## config.mk

```make
export PLATFORM = sky130hd
export DESIGN_NAME = bmo_seq
export DESIGN_NICKNAME = d
export VERILOG_FILES = /design/src/hdl/block_matrix_ops_5x5_macros.svh /design/src/hdl/bmo_pkg.sv /design/src/hdl/bmo_seq.sv
export SDC_FILE = /design/constraint.sdc
export NUM_CORES = 1
export LEC_CHECK = 0
export ABC_AREA = 1
export BUFFER_PORTS_ARGS = -buffer_cell sky130_fd_sc_hd__buf_2
export CAP_MARGIN = 5
export CORE_MARGIN = 5
export CORE_UTILIZATION = 56
export DETAILED_ROUTE_END_ITERATION = 7
export GPL_TIMING_DRIVEN = 1
export PLACE_DENSITY = 0.83
export SKIP_CTS_REPAIR_TIMING = 1
export SLEW_MARGIN = 20
export SYNTH_ARGS = -nofsm -noshare
export SYNTH_HDL_FRONTEND = slang
export SYNTH_SLANG_ARGS = --single-unit
```

## constraint.sdc

```tcl
create_clock -name clk -period 2.66 [get_ports clk]
set_input_delay 0.532 -clock clk [delete_from_list [all_inputs] [get_ports clk]]
set_output_delay 0.532 -clock clk [all_outputs]
set_load 0.02 [all_outputs]
```

## src/hdl/block_matrix_ops_5x5_macros.svh

```systemverilog
// Assertion macros for the matrix operation block.
// Each expects clk and rst_n in scope at the point of use.
`ifndef BLOCK_MATRIX_OPS_5X5_MACROS_SVH
`define BLOCK_MATRIX_OPS_5X5_MACROS_SVH

`ifndef NO_ASSERTIONS

`define BMO_ASSERT_IMPLIES(lbl, ante, cons) \
    lbl: assert property (@(posedge clk) disable iff (!rst_n) (ante) |-> (cons)) \
        else $error("bmo assertion failed: same-cycle implication");

`define BMO_ASSERT_NEXT(lbl, ante, cons) \
    lbl: assert property (@(posedge clk) disable iff (!rst_n) (ante) |=> (cons)) \
        else $error("bmo assertion failed: next-cycle implication");

`else

`define BMO_ASSERT_IMPLIES(lbl, ante, cons)

`define BMO_ASSERT_NEXT(lbl, ante, cons)

`endif

`endif

```

## src/hdl/bmo_pkg.sv

```systemverilog
`default_nettype none

package bmo_pkg;

    localparam int DIM_DEF       = 5;
    localparam int FRAC_BITS_DEF = 16;

    localparam int DATA_W = 32;
    localparam int ROW_W  = 3;
    localparam int OP_W   = 3;
    localparam int PC_W   = 4;

    // op_mode codes
    localparam logic [OP_W-1:0] OP_MAT_MUL = 3'd0;
    localparam logic [OP_W-1:0] OP_MAT_ADD = 3'd1;
    localparam logic [OP_W-1:0] OP_MAT_SUB = 3'd2;
    localparam logic [OP_W-1:0] OP_MAT_VEC = 3'd3;
    localparam logic [OP_W-1:0] OP_VEC_ADD = 3'd4;
    localparam logic [OP_W-1:0] OP_VEC_SUB = 3'd5;

    typedef enum logic [1:0] {
        ACC_HOLD,
        ACC_CLR,
        ACC_ADD_PROD,
        ACC_LOAD_SUM
    } acc_op_t;

    typedef enum logic [1:0] {
        JMP_NEXT,
        JMP_L_MORE,
        JMP_CELL_MORE
    } jmp_t;

    // One microcode word
    typedef struct packed {
        acc_op_t          acc_op;
        logic             clr_rc;
        logic             clr_l;
        logic             adv_l;
        logic             rd;
        logic             mul;
        logic             emit;
        logic             term_addr;
        logic             shift;
        logic             halt;
        jmp_t             jmp;
        logic [PC_W-1:0]  target;
    } uop_t;

    // Sequencer to datapath controls
    typedef struct packed {
        logic    rd;
        logic    mul;
        logic    term_addr;
        logic    shift;
        acc_op_t acc_op;
    } ctl_t;

    // Program addresses
    localparam logic [PC_W-1:0] PC_MM_START = 4'd0;
    localparam logic [PC_W-1:0] PC_MM_TERM  = 4'd1;
    localparam logic [PC_W-1:0] PC_MM_RD    = 4'd2;
    localparam logic [PC_W-1:0] PC_MM_MUL   = 4'd3;
    localparam logic [PC_W-1:0] PC_MM_ACC   = 4'd4;
    localparam logic [PC_W-1:0] PC_MM_EMIT  = 4'd5;
    localparam logic [PC_W-1:0] PC_MM_HALT  = 4'd6;
    localparam logic [PC_W-1:0] PC_EW_START = 4'd7;
    localparam logic [PC_W-1:0] PC_EW_RD    = 4'd8;
    localparam logic [PC_W-1:0] PC_EW_SUM   = 4'd9;
    localparam logic [PC_W-1:0] PC_EW_EMIT  = 4'd10;
    localparam logic [PC_W-1:0] PC_EW_HALT  = 4'd11;

    // Control store. Product program: per result, clear, then read/mul/acc
    // per term, then emit. Elementwise program: read, add/sub, emit.
    function automatic uop_t ucode(input logic [PC_W-1:0] pc);
        uop_t u;
        u        = '0;
        u.acc_op = ACC_HOLD;
        u.jmp    = JMP_NEXT;
        unique case (pc)
            PC_MM_START: u.clr_rc = 1'b1;
            PC_MM_TERM:
            begin
                u.clr_l  = 1'b1;
                u.acc_op = ACC_CLR;
            end
            PC_MM_RD:
            begin
                u.rd        = 1'b1;
                u.term_addr = 1'b1;
            end
            PC_MM_MUL: u.mul = 1'b1;
            PC_MM_ACC:
            begin
                u.acc_op = ACC_ADD_PROD;
                u.adv_l  = 1'b1;
                u.jmp    = JMP_L_MORE;
                u.target = PC_MM_RD;
            end
            PC_MM_EMIT:
            begin
                u.emit   = 1'b1;
                u.shift  = 1'b1;
                u.jmp    = JMP_CELL_MORE;
                u.target = PC_MM_TERM;
            end
            PC_MM_HALT: u.halt = 1'b1;
            PC_EW_START: u.clr_rc = 1'b1;
            PC_EW_RD: u.rd = 1'b1;
            PC_EW_SUM: u.acc_op = ACC_LOAD_SUM;
            PC_EW_EMIT:
            begin
                u.emit   = 1'b1;
                u.jmp    = JMP_CELL_MORE;
                u.target = PC_EW_RD;
            end
            PC_EW_HALT: u.halt = 1'b1;
            default: u.halt = 1'b1;
        endcase
        return u;
    endfunction

endpackage

`default_nettype wire

```

## src/hdl/bmo_seq.sv

```systemverilog
`default_nettype none

module bmo_seq #(
    parameter int DIM = 5
) (
    input  logic                        clk,
    input  logic                        rst_n,
    input  logic                        start,
    input  logic [bmo_pkg::OP_W-1:0]    op_mode,
    input  logic                        out_full,
    output bmo_pkg::ctl_t               ctl,
    output logic                        emit,
    output logic                        last,
    output logic                        busy,
    output logic [$clog2(DIM)-1:0]      r,
    output logic [$clog2(DIM)-1:0]      c,
    output logic [$clog2(DIM)-1:0]      l
);
    import bmo_pkg::*;

    localparam int CNT_W = $clog2(DIM);
    localparam logic [CNT_W-1:0] CNT_LAST = CNT_W'(DIM - 1);

    logic              busy_reg, busy_next;
    logic [PC_W-1:0]   pc_reg, pc_next;
    logic [CNT_W-1:0]  r_reg, r_next;
    logic [CNT_W-1:0]  c_reg, c_next;
    logic [CNT_W-1:0]  l_reg, l_next;

    uop_t              uop;
    logic              hold;
    logic              step;
    logic              vec;
    logic              l_last, c_last, r_last;
    logic              cell_more;
    logic              taken;
    logic [PC_W-1:0]   entry;

    assign vec = (op_mode == OP_MAT_VEC) || (op_mode == OP_VEC_ADD) ||
                 (op_mode == OP_VEC_SUB);
    assign entry = ((op_mode == OP_MAT_MUL) || (op_mode == OP_MAT_VEC)) ?
                   PC_MM_START : PC_EW_START;

    assign uop    = ucode(pc_reg);
    assign hold   = busy_reg && uop.emit && out_full;
    assign step   = busy_reg && !hold;
    assign l_last = (l_reg == CNT_LAST);
    assign c_last = (c_reg == CNT_LAST);
    assign r_last = (r_reg == CNT_LAST);
    // vector results walk rows only, column stays 0
    assign cell_more = vec ? !r_last : !(r_last && c_last);

    always_comb
    begin
        unique case (uop.jmp)
            JMP_NEXT:      taken = 1'b0;
            JMP_L_MORE:    taken = !l_last;
            JMP_CELL_MORE: taken = cell_more;
            default:       taken = 1'b0;
        endcase
    end

    always_comb
    begin
        busy_next = busy_reg;
        pc_next   = pc_reg;
        r_next    = r_reg;
        c_next    = c_reg;
        l_next    = l_reg;
        if (!busy_reg)
        begin
            if (start)
            begin
                busy_next = 1'b1;
                pc_next   = entry;
            end
        end
        else if (step)
        begin
            if (uop.halt)
                busy_next = 1'b0;
            else if (taken)
                pc_next = uop.target;
            else
                pc_next = pc_reg + PC_W'(1);

            if (uop.clr_rc)
            begin
                r_next = '0;
                c_next = '0;
            end
            if (uop.clr_l)
                l_next = '0;
            if (uop.adv_l)
                l_next = l_reg + CNT_W'(1);
            if (uop.emit)
            begin
                if (vec || c_last)
                begin
                    c_next = '0;
                    r_next = r_reg + CNT_W'(1);
                end
                else
                    c_next = c_reg + CNT_W'(1);
            end
        end
    end

    always_ff @(posedge clk or negedge rst_n)
    begin
        if (!rst_n)
        begin
            busy_reg <= 1'b0;
            pc_reg   <= PC_MM_START;
            r_reg    <= '0;
            c_reg    <= '0;
            l_reg    <= '0;
        end
        else
        begin
            busy_reg <= busy_next;
            pc_reg   <= pc_next;
            r_reg    <= r_next;
            c_reg    <= c_next;
            l_reg    <= l_next;
        end
    end

    always_comb
    begin
        ctl.rd        = step && uop.rd;
        ctl.mul       = step && uop.mul;
        ctl.term_addr = uop.term_addr;
        ctl.shift     = uop.shift;
        ctl.acc_op    = step ? uop.acc_op : ACC_HOLD;
    end

    assign emit = step && uop.emit;
    assign last = r_last && (vec || c_last);
    assign busy = busy_reg;
    assign r    = r_reg;
    assign c    = c_reg;
    assign l    = l_reg;

endmodule

`default_nettype wire

```

After elaboration in Yosys (flattened, before gate mapping):

Cells that the tools add are included.

* input bits: 7
* logic and storage cells: 88
* output and inout port bits: 18
* register bits: 14

* $add $sub $neg: 4
* equal/unequal tests: 19
* reduce and logical (&&, ||, !) cells: 29
* muxes and demuxes: 31

Operators with widths (count)
* $mux W3: 9
* $mux W4: 5
* $pmux W6 S3: 1
* $eq A3 B3 Y1 const B: 5
* $mux W1: 13
* $eq A4 B3 Y1 const B: 3
* $eq A4 B4 Y1 const B: 3
* $reduce_or A10 Y1: 1
* $add A3 B1 Y3 const B: 3
* $reduce_and A3 Y1: 3
* $eq A4 B2 Y1 const B: 2
* $logic_and A1 B1 Y1: 8
* $pmux W2 S3: 1
* $reduce_bool A2 Y1: 3
* $reduce_or A2 Y1: 3
* $add A4 B1 Y4 const B: 1
* $eq A4 B1 Y1 const B: 1
* $logic_not A1 Y1: 4
* $logic_not A4 Y1: 1
* $logic_or A1 B1 Y1: 4
* $eq A3 B2 Y1 const B: 1
* $logic_not A3 Y1: 1
* $eq A2 B1 Y1 const B: 1
* $eq A2 B2 Y1 const B: 1
* other kinds (5): 5

Depth between registers and ports, before layout:

* depth after elaboration: 9
* mapped depth: 11
* depth with buffers taken out: 11

Least setup slack after synthesis:

No wires, ideal clock.

* kind: flip-flop to output port
* from: register pc_reg[0]
* to: output ctl[0] (netlist bit)
* arrival time: 1.518 ns
* path buffers: 0
* data required time: 2.128 ns
* setup slack: 0.610 ns
* cell stages (with the launch flop): 8
* cell sequence: dfrtp_1 > inv_1 > ha_1 > nand3_2 > nand2_4 > a21oi_4 > inv_2 > a21oi_1

RTL lines
* from (decl): RTL line bmo_seq.sv:25 `logic [PC_W-1:0] pc_reg, pc_next;`
* from (signal assigned): RTL line bmo_seq.sv:122 `pc_reg <= pc_next;`
* to (decl): RTL line bmo_seq.sv:11 `output bmo_pkg::ctl_t ctl,`

==> flow_summary.yaml <==
placed_design:
  pre_cts_ws_ps: 496
  dpl.hpwl_um: 2000
  place.gp.congestion: 0.884
  placement.cell_area_um2: 1210
  io_buffer_count: 24
setup_path:
  max_stage_delay_ps: 480
  worst_r2r_startpoint: "pc_reg[0]$_DFFE_PN0P_"
  arrival_ps: 2010
  startpoint_class: "flop"
  buf_inv_stages_crit_path: 3
  worst-path-max-fanout: 8
  timing.critical_path.slowest_stage_cell: "dfrtp_1"
  worst_setup_path_startpoint: "pc_reg[0]$_DFFE_PN0P_"
  critPathKind: "flop to primary output"
  cp-end-kind: "primary output"
  critical-path-top-delay-family: "flip-flops"
  critical_path_required_time_ps: 2130
  crit_path_cell_trace: "inv_1 -> ha_1 -> nand3_2 -> nand2_4 -> a21oi_4 -> inv_2 -> a21oi_1 -> buf_2"
cts:
  cts.sink_count: 14
  cts_buffers: 3
  max-clock-path-buffers: 2
  clk_transition_reported_paths_ps: 90
  clock_insertion_delay_worst_skew_ps: 290
  tritoncts_clock_tree: "done"
  clk_root_buffer_cell: "clkbuf_4"
  htree_levels: 1
finish:
  drive_gt1_share_pct: 22.1
  regArea_um2: 350
  final_area_um2: 1240
  antenna_cells: 0
  fin_nets: 190
  flow.area_growth_from_synthesis_pct: 16.9
  layout.core_utilization_pct: 70.5
  area_of_combinational_cells_with_multiple_inputs_um2: 616
  fillers: 171
  largest_register_ff_count: 4
synth:
  post_synth_num_cell_types: 22
  ys_ff_latch: 14
  post_synth_instance_area_um2: 1060
  synth_cells: 145
  synth_top_area_share_pct: 32.9
  sequential_area_share_after_synthesis_pct: 32.9
  synthesis.nets: 162
  synth-warning-count: 0
  synth_area_leader: "dfrtp_1"
  synth_enable_flop_cells: 0
  synthTopCellsByCount: "nand2_1, inv_1, nand3_1"
  library_cell_with_the_highest_instance_count_after_synthesis: "nand2_1"
  async_flop_share_pct: 100
  synthesis.area_per_instance_um2: 7.33
  postSynth.topFlopCell: "dfrtp_1"
  synth_area_leaders: "dfrtp_1, nand2_1, ha_1, nand3_1, inv_1"
route:
  number_of_iterations_in_the_first_detailed_routing_pass: 4
  detailedRoute.firstIterationViolations: 33
  routed_wire_length_um: 2510
  postRouteAntennaNets: 0
  avgRoutedWirePerCell_um: 12.8
  drt-vias-per-instance: 5.42
  route.vias.total: 1068
  drt_drc_violations_left: 0
floorplan:
  die_x_um: 53.6
  dieHeight_um: 53.6
  full_die_area_um2: 2870
  start_util_pct: 60.3
  floorplan.core_area_um2: 1760
  std_cell_rows: 15
  io_pins: 25
timing:
  final.hold.worst_slack_ps: 131
  worst_slew_pin_slew_ps: 345
  timing.final.hold_violations: 0
  setup_repair_after_global_routing_missed_its_margin: "false"
  fmaxAchievable_mhz: 394
  sum_of_negative_setup_slack_ps: 0
  finalWorstSetupSlack_ps: 120
  max_slew_margin_pct: 77.0
  slew_violations: 0
  skew_ps: 6.69
  fin_crit_sh_pct: 95.5
  setup_viol_count_final: 0
  fin_crit_ps: 2540
pwr:
  peakVddDrop_v: 0.000789
  leakagePower_nw: 0.726
  power_density_nw_per_um2: 1240
global_routing:
  grt_pass1_vias: 1072
  globalRouteOverflowTotal: 0
  grt_max_degree: 15
  grtUsageTotal_pct: 21.3
  antenna_found_initial: 0
  grt_pass1_wl_um: 4530
run_status:
  outcome: "finished, final reports clean"
hold_path:
  min_path_type: "primary input to asynchronous set/reset pin"
job:
  maxCapViolations: 0
-- per-layer routing --
metal	GRT usage, %	share of wire, %
met1	24.7	44
met5	0	0
met2	37.8	48
met3	5.26	7.1
met4	7.23	1.3
-- final timing paths --
kind	to	slack (ps)	cells past startpoint
max	ctl[0]	120	8
min	l[1]$_DFFE_PN0P_	130	1
max reg2reg	pc_reg[1]$_DFFE_PN0P_	810	10
min reg2reg	l[1]$_DFFE_PN0P_	540	2
max in group asynchronous	c[1]$_DFFE_PN0P_	2270	1
min in group clk	busy$_DFF_PN0_	540	3
-- layout make-up --
class                   count  area share, %
multi-input cells         106           49.5
clock buffers               4           2.92
well taps                  25           2.52
inverters                  24           7.24
repair buffers             24           9.66
flip-flops and latches     14           28.2
-- where the power goes --
| group | total (mW) | leakage, nW | switching (mW) | internal [mW] |
|---|---|---|---|---|
| Clock | 0.159 | 0.0210 | 0.0759 | 0.0833 |
| Combinational | 0.961 | 0.525 | 0.640 | 0.321 |
| Sequential | 0.419 | 0.180 | 0.116 | 0.303 |
| Total | 1.54 | 0.726 | 0.832 | 0.708 |
-- stage by stage --
stage,cells,total power [mW]
after floorplan,145,1.12
after detailed placement,193,1.37
final,197,1.54
after global routing,197,1.70
after CTS,197,1.54
after global placement,193,1.34
-- logic make-up (layout without fill, tap and decap cells) --
logic type / Yosys count / in the layout / share of synthesized area (%)
AND/OR/NAND/NOR: 71 / 71 / 31.2
buffers and inverters: 25 / 52 / 9.18
AO/OA/AOI/OAI: 21 / 21 / 11.6
flip-flops: 14 / 14 / 32.9
adder cells (fa/ha/maj): 10 / 10 / 11.8
XOR/XNOR: 4 / 4 / 3.29
-- layout by cell type, fill, tap and decap left out, types with 3 or more instances in the layout --
cell type,synthesis,layout
nand4_1,3,3
clkbuf_4,0,3
nor2_1,8,8
inv_1,21,21
a21oi_1,7,7
inv_2,3,3
buf_2,0,24
dfrtp_1,14,14
nand2_1,36,36
o31ai_1,3,3
nand3_1,17,17
ha_1,10,10
o21ai_0,8,8
(Power assumes the default switching activity.)
