<file path="config.mk">
export PLATFORM = sky130hd
export DESIGN_NAME = bmo_dpath
export DESIGN_NICKNAME = d
export VERILOG_FILES = /design/src/hdl/block_matrix_ops_5x5_macros.svh /design/src/hdl/bmo_pkg.sv /design/src/hdl/bmo_dpath.sv
export SDC_FILE = /design/constraint.sdc
export NUM_CORES = 2
export LEC_CHECK = 0
export ABC_AREA = 1
export BUFFER_PORTS_ARGS = -buffer_cell sky130_fd_sc_hd__buf_2
export CORE_MARGIN = 2
export CORE_UTILIZATION = 45
export DETAILED_ROUTE_END_ITERATION = 8
export SYNTH_ARGS = -nofsm -noshare
export SYNTH_HDL_FRONTEND = slang
export SYNTH_SLANG_ARGS = --single-unit
</file>
<file path="constraint.sdc">
create_clock -name clk -period 8.1 [get_ports clk]
set_input_delay 1.215 -clock clk [delete_from_list [all_inputs] [get_ports clk]]
set_output_delay 1.215 -clock clk [all_outputs]
set_load 0.01 [all_outputs]
</file>
<file path="src/hdl/block_matrix_ops_5x5_macros.svh">
// Assertion macros for the matrix operation block.
// Each expects clk and rst_n in scope at the point of use.
`ifndef BLOCK_MATRIX_OPS_5X5_MACROS_SVH
`define BLOCK_MATRIX_OPS_5X5_MACROS_SVH

`ifndef NO_ASSERTIONS

`define BMO_ASSERT_IMPLIES(lbl, ante, cons) \
    lbl: assert property (@(posedge clk) disable iff (!rst_n) (ante) |-> (cons)) \
        else $error("bmo assertion failed: same-cycle implication");

`define BMO_ASSERT_NEXT(lbl, ante, cons) \
    lbl: assert property (@(posedge clk) disable iff (!rst_n) (ante) |=> (cons)) \
        else $error("bmo assertion failed: next-cycle implication");

`else

`define BMO_ASSERT_IMPLIES(lbl, ante, cons)

`define BMO_ASSERT_NEXT(lbl, ante, cons)

`endif

`endif

</file>
<file path="src/hdl/bmo_pkg.sv">
`default_nettype none

package bmo_pkg;

    localparam int DIM_DEF       = 5;
    localparam int FRAC_BITS_DEF = 16;

    localparam int DATA_W = 32;
    localparam int ROW_W  = 3;
    localparam int OP_W   = 3;
    localparam int PC_W   = 4;

    // op_mode codes
    localparam logic [OP_W-1:0] OP_MAT_MUL = 3'd0;
    localparam logic [OP_W-1:0] OP_MAT_ADD = 3'd1;
    localparam logic [OP_W-1:0] OP_MAT_SUB = 3'd2;
    localparam logic [OP_W-1:0] OP_MAT_VEC = 3'd3;
    localparam logic [OP_W-1:0] OP_VEC_ADD = 3'd4;
    localparam logic [OP_W-1:0] OP_VEC_SUB = 3'd5;

    typedef enum logic [1:0] {
        ACC_HOLD,
        ACC_CLR,
        ACC_ADD_PROD,
        ACC_LOAD_SUM
    } acc_op_t;

    typedef enum logic [1:0] {
        JMP_NEXT,
        JMP_L_MORE,
        JMP_CELL_MORE
    } jmp_t;

    // One microcode word
    typedef struct packed {
        acc_op_t          acc_op;
        logic             clr_rc;
        logic             clr_l;
        logic             adv_l;
        logic             rd;
        logic             mul;
        logic             emit;
        logic             term_addr;
        logic             shift;
        logic             halt;
        jmp_t             jmp;
        logic [PC_W-1:0]  target;
    } uop_t;

    // Sequencer to datapath controls
    typedef struct packed {
        logic    rd;
        logic    mul;
        logic    term_addr;
        logic    shift;
        acc_op_t acc_op;
    } ctl_t;

    // Program addresses
    localparam logic [PC_W-1:0] PC_MM_START = 4'd0;
    localparam logic [PC_W-1:0] PC_MM_TERM  = 4'd1;
    localparam logic [PC_W-1:0] PC_MM_RD    = 4'd2;
    localparam logic [PC_W-1:0] PC_MM_MUL   = 4'd3;
    localparam logic [PC_W-1:0] PC_MM_ACC   = 4'd4;
    localparam logic [PC_W-1:0] PC_MM_EMIT  = 4'd5;
    localparam logic [PC_W-1:0] PC_MM_HALT  = 4'd6;
    localparam logic [PC_W-1:0] PC_EW_START = 4'd7;
    localparam logic [PC_W-1:0] PC_EW_RD    = 4'd8;
    localparam logic [PC_W-1:0] PC_EW_SUM   = 4'd9;
    localparam logic [PC_W-1:0] PC_EW_EMIT  = 4'd10;
    localparam logic [PC_W-1:0] PC_EW_HALT  = 4'd11;

    // Control store. Product program: per result, clear, then read/mul/acc
    // per term, then emit. Elementwise program: read, add/sub, emit.
    function automatic uop_t ucode(input logic [PC_W-1:0] pc);
        uop_t u;
        u        = '0;
        u.acc_op = ACC_HOLD;
        u.jmp    = JMP_NEXT;
        unique case (pc)
            PC_MM_START: u.clr_rc = 1'b1;
            PC_MM_TERM:
            begin
                u.clr_l  = 1'b1;
                u.acc_op = ACC_CLR;
            end
            PC_MM_RD:
            begin
                u.rd        = 1'b1;
                u.term_addr = 1'b1;
            end
            PC_MM_MUL: u.mul = 1'b1;
            PC_MM_ACC:
            begin
                u.acc_op = ACC_ADD_PROD;
                u.adv_l  = 1'b1;
                u.jmp    = JMP_L_MORE;
                u.target = PC_MM_RD;
            end
            PC_MM_EMIT:
            begin
                u.emit   = 1'b1;
                u.shift  = 1'b1;
                u.jmp    = JMP_CELL_MORE;
                u.target = PC_MM_TERM;
            end
            PC_MM_HALT: u.halt = 1'b1;
            PC_EW_START: u.clr_rc = 1'b1;
            PC_EW_RD: u.rd = 1'b1;
            PC_EW_SUM: u.acc_op = ACC_LOAD_SUM;
            PC_EW_EMIT:
            begin
                u.emit   = 1'b1;
                u.jmp    = JMP_CELL_MORE;
                u.target = PC_EW_RD;
            end
            PC_EW_HALT: u.halt = 1'b1;
            default: u.halt = 1'b1;
        endcase
        return u;
    endfunction

endpackage

`default_nettype wire

</file>
<file path="src/hdl/bmo_dpath.sv">
`default_nettype none

module bmo_dpath #(
    parameter int DIM       = 5,
    parameter int FRAC_BITS = 16
) (
    input  logic                         clk,
    input  logic                         wr_en,
    input  logic                         wr_sel,
    input  logic [bmo_pkg::ROW_W-1:0]    wr_row,
    input  logic [bmo_pkg::ROW_W-1:0]    wr_col,
    input  logic [bmo_pkg::DATA_W-1:0]   wr_data,
    input  bmo_pkg::ctl_t                ctl,
    input  logic [$clog2(DIM)-1:0]       r,
    input  logic [$clog2(DIM)-1:0]       c,
    input  logic [$clog2(DIM)-1:0]       l,
    input  logic                         sub,
    output logic [bmo_pkg::DATA_W-1:0]   res_value,
    output logic                         res_sat
);
    import bmo_pkg::*;

    localparam int IDX_W = $clog2(DIM * DIM);
    localparam int ACC_W = 2 * DATA_W + $clog2(DIM);
    localparam int HI_W  = ACC_W - DATA_W + 1;
    localparam logic [DATA_W-1:0] VAL_MAX = {1'b0, {(DATA_W-1){1'b1}}};
    localparam logic [DATA_W-1:0] VAL_MIN = {1'b1, {(DATA_W-1){1'b0}}};

    logic [DATA_W-1:0]          mem_a [DIM*DIM];
    logic [DATA_W-1:0]          mem_b [DIM*DIM];

    logic [IDX_W-1:0]           wr_idx;
    logic [IDX_W-1:0]           a_idx, b_idx;
    logic signed [DATA_W-1:0]   a_rd_reg, b_rd_reg;
    logic signed [2*DATA_W-1:0] prod_reg;
    logic signed [ACC_W-1:0]    acc_reg;
    logic signed [ACC_W-1:0]    shifted;
    logic [HI_W-1:0]            hi;
    logic                       in_range;

    assign wr_idx = IDX_W'(wr_row) * IDX_W'(DIM) + IDX_W'(wr_col);

    // product terms: A(r,l) * B(l,c); elementwise: A(r,c), B(r,c)
    always_comb
    begin
        if (ctl.term_addr)
        begin
            a_idx = IDX_W'(r) * IDX_W'(DIM) + IDX_W'(l);
            b_idx = IDX_W'(l) * IDX_W'(DIM) + IDX_W'(c);
        end
        else
        begin
            a_idx = IDX_W'(r) * IDX_W'(DIM) + IDX_W'(c);
            b_idx = a_idx;
        end
    end

    always_ff @(posedge clk)
    begin
        if (wr_en && !wr_sel)
            mem_a[wr_idx] <= wr_data;
        if (wr_en && wr_sel)
            mem_b[wr_idx] <= wr_data;
        if (ctl.rd)
        begin
            a_rd_reg <= mem_a[a_idx];
            b_rd_reg <= mem_b[b_idx];
        end
    end

    always_ff @(posedge clk)
    begin
        if (ctl.mul)
            prod_reg <= a_rd_reg * b_rd_reg;
        unique case (ctl.acc_op)
            ACC_HOLD:     acc_reg <= acc_reg;
            ACC_CLR:      acc_reg <= '0;
            ACC_ADD_PROD: acc_reg <= acc_reg + ACC_W'(prod_reg);
            ACC_LOAD_SUM: acc_reg <= sub ? ACC_W'(a_rd_reg) - ACC_W'(b_rd_reg)
                                         : ACC_W'(a_rd_reg) + ACC_W'(b_rd_reg);
            default:      acc_reg <= acc_reg;
        endcase
    end

    // product results: arithmetic shift floors; all results then clip to 32 bits
    assign shifted  = ctl.shift ? (acc_reg >>> FRAC_BITS) : acc_reg;
    assign hi       = shifted[ACC_W-1:DATA_W-1];
    assign in_range = (&hi) || !(|hi);
    assign res_sat  = !in_range;
    assign res_value = in_range ? shifted[DATA_W-1:0]
                                : (shifted[ACC_W-1] ? VAL_MIN : VAL_MAX);

endmodule

`default_nettype wire

</file>
After elaboration in Yosys (flattened, before gate mapping)
Memory sizes are Yosys's and may differ from the RTL's. A register that Yosys moved wholly into a read port is not among the register bits.
Cells that the tools add are included.
{"block": "totals", "ramBits": 1600, "out_inout_bits": 33, "wordCells": 38, "n_memories": 2, "reg_bits": 131}
{"block": "op_classes", "eq_ne": 3, "n_mul": 4, "add_sub_neg": 7, "muxes": 11, "n_reduce_logical": 9}
{"memory": "mem_a", "words": 25, "word_bits": 32, "rd": 1, "rd_clocked_by_memory_dff": 1, "wr": 1, "line": "bmo_dpath.sv:29", "text": "logic [DATA_W-1:0] mem_a [DIM*DIM];"}
{"memory": "mem_b", "words": 25, "word_bits": 32, "rd": 1, "rd_clocked_by_memory_dff": 1, "wr": 1, "line": "bmo_dpath.sv:30", "text": "logic [DATA_W-1:0] mem_b [DIM*DIM];"}
{"op": "$pmux W67 S3", "n": 1}
{"op": "$add A67 B64 Y67", "n": 1}
{"op": "$mux W67", "n": 1}
{"op": "$mux W66", "n": 1}
{"op": "$mul A32 B32 Y64", "n": 1}
{"op": "$mux W32", "n": 2}
{"op": "$reduce_and A36 Y1", "n": 1}
{"op": "$reduce_or A36 Y1", "n": 1}
{"op": "$add A32 B32 Y33", "n": 1}
{"op": "$sub A32 B32 Y33", "n": 1}
{"op": "$add A5 B3 Y5", "n": 4}
{"op": "$mul A3 B3 Y5 const B", "n": 3}
{"op": "$mux W5", "n": 2}
{"op": "$eq A2 B2 Y1 const B", "n": 2}
{"op": "$mux W1", "n": 4}
{"op": "$logic_not A1 Y1", "n": 3}
{"op": "$eq A2 B1 Y1 const B", "n": 1}
{"op": "$logic_and A1 B1 Y1", "n": 2}
{"op": "$logic_not A2 Y1", "n": 1}
{"op": "$logic_or A1 B1 Y1", "n": 1}

Logic depth before layout (Yosys ltp)
{"block": "logic_depth", "depth_word": 5, "depth_mapped": 33, "depth_no_buf": 31}

Worst setup path after synthesis
Ideal clock, no wire load.
{"block": "synth_path", "path_type": "register -> register", "startpoint": "register a_rd_reg[31] (read register of mem_a)", "endpoint": "register prod_reg[52], data pin", "slack_ps": 652, "stages_incl_launch_ff": 29, "arrival_ps": 7195, "setup_time_ps": 253, "t_required_ps": 7847, "path_cell_list": "edfxtp_1 -> clkbuf_1 -> clkbuf_1 -> nand2_1 -> inv_1 -> fa_1 -> inv_1 -> fa_1 -> inv_1 -> fa_1 -> fa_1 -> inv_1 -> fa_1 -> inv_1 -> fa_1 -> inv_1 -> fa_1 -> inv_1 -> fa_1 -> ha_1 -> nand2_1 -> nor2_1 -> inv_1 -> nor2_1 -> inv_1 -> nor4_1 -> nand2_1 -> nand4_1 -> nand2_1"}
{"block": "synth_via", "elab_chain_cells": 1}
{"item": "from (decl)", "line": "bmo_dpath.sv:34", "text": "logic signed [DATA_W-1:0] a_rd_reg, b_rd_reg;"}
{"item": "$mul A32 B32 Y64", "line": "bmo_dpath.sv:74", "text": "prod_reg <= a_rd_reg * b_rd_reg;"}
{"item": "to (signal assigned)", "line": "bmo_dpath.sv:74"}
{"item": "to (decl)", "line": "bmo_dpath.sv:35", "text": "logic signed [2*DATA_W-1:0] prod_reg;"}
No other way between the ends.
A chain may end at the register's enable or synchronous reset.

Worst setup path in the final report
{"block": "layout_path", "startpoint": "register b_rd_reg[4] (read register of mem_b)", "endpoint": "register prod_reg[55], data pin"}
{"block": "layout_via", "elab_chain_cells": 1}
{"item": "from (decl)", "line": "bmo_dpath.sv:34"}
{"item": "$mul A32 B32 Y64", "line": "bmo_dpath.sv:74"}
No other way between the ends.

==> metrics.md <==
| Metric | Value |
|---|---|
| Share of layout cells above drive strength 1 | 8.02% |
| Post-route cell area | 130,000 um2 |
| Hold_buf cts | 0 |
| Period utilization | 97.2% |
| Crit path capture type | flip-flop |
| Fin Hold WS | 604 ps |
| DRT Pass-1 Iters | 6 |
| Max clock buf depth | 4 |
| Final Skew | 116 ps |
| Worst path depth | 24 |
| Top FF cell, synth | edfxtp_1 |
| Synthesized flop and latch total | 1,795 |
| Worst reg-to-reg path cell count | 24 |
| # DRC | 0 |
| Placed wire-length estimate | 254,000 um |
| Avg Synthesized Cell Area | 9.91 um2 |
| Worst path slowest cell | edfxtp_1 |
| Io pins | 90 |
| Arrival @ worst endpoint | 8480 ps |
| Wire per inst | 23.8 um |
| Vert. Die Dim | 518 um |
| Die area | 268,000 um2 |
| Gp weighted congestion | 0.948 |
| Fillers | 23.9k |
| TritonCTS Buffers | 201 |
| MaxCap Viol Count | 0 |
| Latest clock arrival within the worst-skew pair | 940 ps |
| Drt total wl | 371,000 um |
| Outcome | complete, no violations |
| Hold depth | 2 |
| Critical path, cell by cell | buf_4 -> nand2_1 -> fa_1 -> fa_1 -> fa_1 -> fa_1 -> inv_1 -> fa_1 -> inv_1 -> fa_1 -> inv_1 -> fa_1 -> fa_1 -> ha_1 -> a21oi_1 -> o21ai_0 -> a21oi_1 -> nand2_1 -> nand2_1 -> nand2_1 -> nand3_1 -> nand3_1 -> nand2_1 -> nand2_1 |
| Row Count | 188 |
| Combined area of the multi-input logic cells | 55,200 um2 |
| Area after DPL | 124,000 um2 |
| Critical path required time | 8700 ps |
| Slew Viols, Final | 0 |
| Worst min path class | reg -> reg |
| Vias/cell | 5.50 |
| Worst Path Max Fanout | 30 |
| Final min period | 7880 ps |
| Overall fraction of global-route tracks in use | 27.6% |
| CTS sink count | 1,795 |
| Vias | 85.8k |
| Worst-path clk slew | 60 ps |
| Vias in the first global route | 87.9k |
| Synth async-reset ratio | 0% |
| Initial antenna violation count | 27 |
| Slew margin rel. | 25.1% |
| Synth cell types | 50 |
| EDFF count, synth | 1,795 |
| Yosys top cell area share | 45.4% |
| Number of buffers added on ports | 89 |
| Area grow syn2layout | 9.67% |
| Register area | 53,900 um2 |
| Die width | 518 um |
| Starting density of the core | 45.3% |
| Most frequent cell after synthesis | nand2_1 |
| Fmax achieved | 0.127 GHz |
| 1st-iter DRT viols | 7,925 |
| Top post-synthesis cells by area | edfxtp_1, fa_1, nand2_1 |
| First-pass GRT wire length | 561,000 um |
| Final setup viols | 0 |
| Nets | 13.4k |
| Bufs and invs on worst path | 4 |
| Crit-path leading delay family | adder cells |
| Largest stage delay, worst path | 550 ps |
| Pin count of the biggest net entering global routing | 193 |
| Actual slew at the worst max-slew pin | 1120 ps |
| Warnings, synthesis | 0 |
| Mapped Cells | 12.0k |
| Mapped Nets | 13.4k |
| Crit path top cell by count | fa_1 |
| Top post-synthesis cells by count | nand2_1, inv_1, edfxtp_1, nor2_1, fa_1 |
| CTS tree | done |
| Worst Path Class, Setup | reg -> reg |
| CTS root buffer | clkbuf_16 |
| RSZ-0062 raised after global routing | no |
| Critical Path Source Type | flip-flop |
| Register area share after synthesis | 45.4% |
| Area leader, netlist | edfxtp_1 |
| Overflow left after global routing | 0 |
| Core outline area | 262,000 um2 |
| Mapped Area | 119,000 um2 |
| Final hold vios | 0 |
| Remaining antenna violation count | 0 |
| H-Tree Depth | 4 |
## layer usage
layer / vias to the layer above / share of wire (%) / global-route usage (%)
li1: 38600 / - / -
met1: 43500 / 40 / 35.6
met2: 3077 / 50 / 47.8
met3: 687 / 6.2 / 3.58
met4: 8 / 3.8 / 9.53
met5: - / 0.024 / 0
## final timing paths
kind / from / endpoint / slack (ps)
setup / recovery: b_rd_reg[4]$_DFFE_PP_ / prod_reg[55]$_DFFE_PP_ / 220
hold / removal: mem_b[24][24]$_DFFE_PP_ / b_rd_reg[24]$_DFFE_PP_ / 600
setup reg to reg: b_rd_reg[4]$_DFFE_PP_ / prod_reg[55]$_DFFE_PP_ / 220
hold reg to reg: mem_b[24][24]$_DFFE_PP_ / b_rd_reg[24]$_DFFE_PP_ / 600
## cells by family (layout without fill, tap and decap cells)
| family | after synthesis | in the layout | synth area share, % |
|---|---|---|---|
| DFF | 1795 | 1795 | 45.4 |
| AOI/OAI and AO/OA | 1834 | 1834 | 8.93 |
| and+or+nand+nor | 4282 | 4282 | 14.8 |
| other | 0 | 11 | 0 |
| xor gates and xnor gates | 103 | 103 | 0.760 |
| muxes | 3 | 3 | 0.0253 |
| adders and majority gates | 1396 | 1396 | 21.6 |
| buffers and inverters | 2567 | 2678 | 8.50 |
## layout make-up
cell class / instances / share of cell area, %
Antenna cell: 11 / 0.0211
Clock buffer: 244 / 4.02
Multi-Input combinational cell: 7618 / 42.4
Inverter: 1974 / 5.73
Sequential cell: 1795 / 41.4
Timing Repair Buffer: 349 / 2.37
Clock inverter: 111 / 0.698
Tap cell: 3515 / 3.38
## stage by stage
stage | utilization (%) | setup WS, ps | std cells | TNS, ps
finish | 49.6 | 223 | 15600 | 0
global route | 49.6 | 9.88 | 15600 | 0
CTS | 49.6 | 87.0 | 15600 | 0
detailed placement | 47.2 | -267 | 15200 | -473
global placement | 47.2 | -323 | 15200 | -565
floorplan | - | 652 | 12000 | 0
## cells in the final DEF (no fill, tap or decap), types with 19 or more instances in the layout
| cell type | count |
|---|---|
| nor2_1 | 1075 |
| ha_1 | 308 |
| buf_12 | 54 |
| o22ai_1 | 47 |
| clkbuf_1 | 41 |
| clkinv_2 | 28 |
| o21bai_1 | 36 |
| fa_1 | 1088 |
| nor2_4 | 52 |
| or2_2 | 272 |
| o21ai_1 | 167 |
| o211ai_1 | 462 |
| xor2_1 | 74 |
| xnor2_1 | 29 |
| nand3b_1 | 20 |
| buf_2 | 88 |
| nand3_1 | 295 |
| a21oi_1 | 294 |
| edfxtp_1 | 1795 |
| nand2_1 | 2429 |
| nor4_1 | 19 |
| buf_4 | 204 |
| or2_1 | 36 |
| o21ai_0 | 785 |
| clkbuf_16 | 203 |
| nand4_1 | 42 |
| clkinv_1 | 52 |
| inv_1 | 1960 |
| nor3_1 | 24 |
## worst reg2reg max path: cells and delay by family, from the launching register on
kind,cells,cell delay [ps]
buffers and inverters,4,590
adders and majority gates,9,4370
DFF,1,550
AOI/OAI and AO/OA,3,940
and+or+nand+nor,8,1200
## what timing repair did
action / 4_1_cts / 5_1_grt
resized for setup: 3 / 4
cloned: 0 / 0
pin swaps: 0 / 0
endpoints found under the setup margin: 2 / 10
setup buffers: 19 / 3
Power is left out: the tool's default activity adds up to more than one toggle a clock period on the data nets, which glitch-free logic cannot reach.
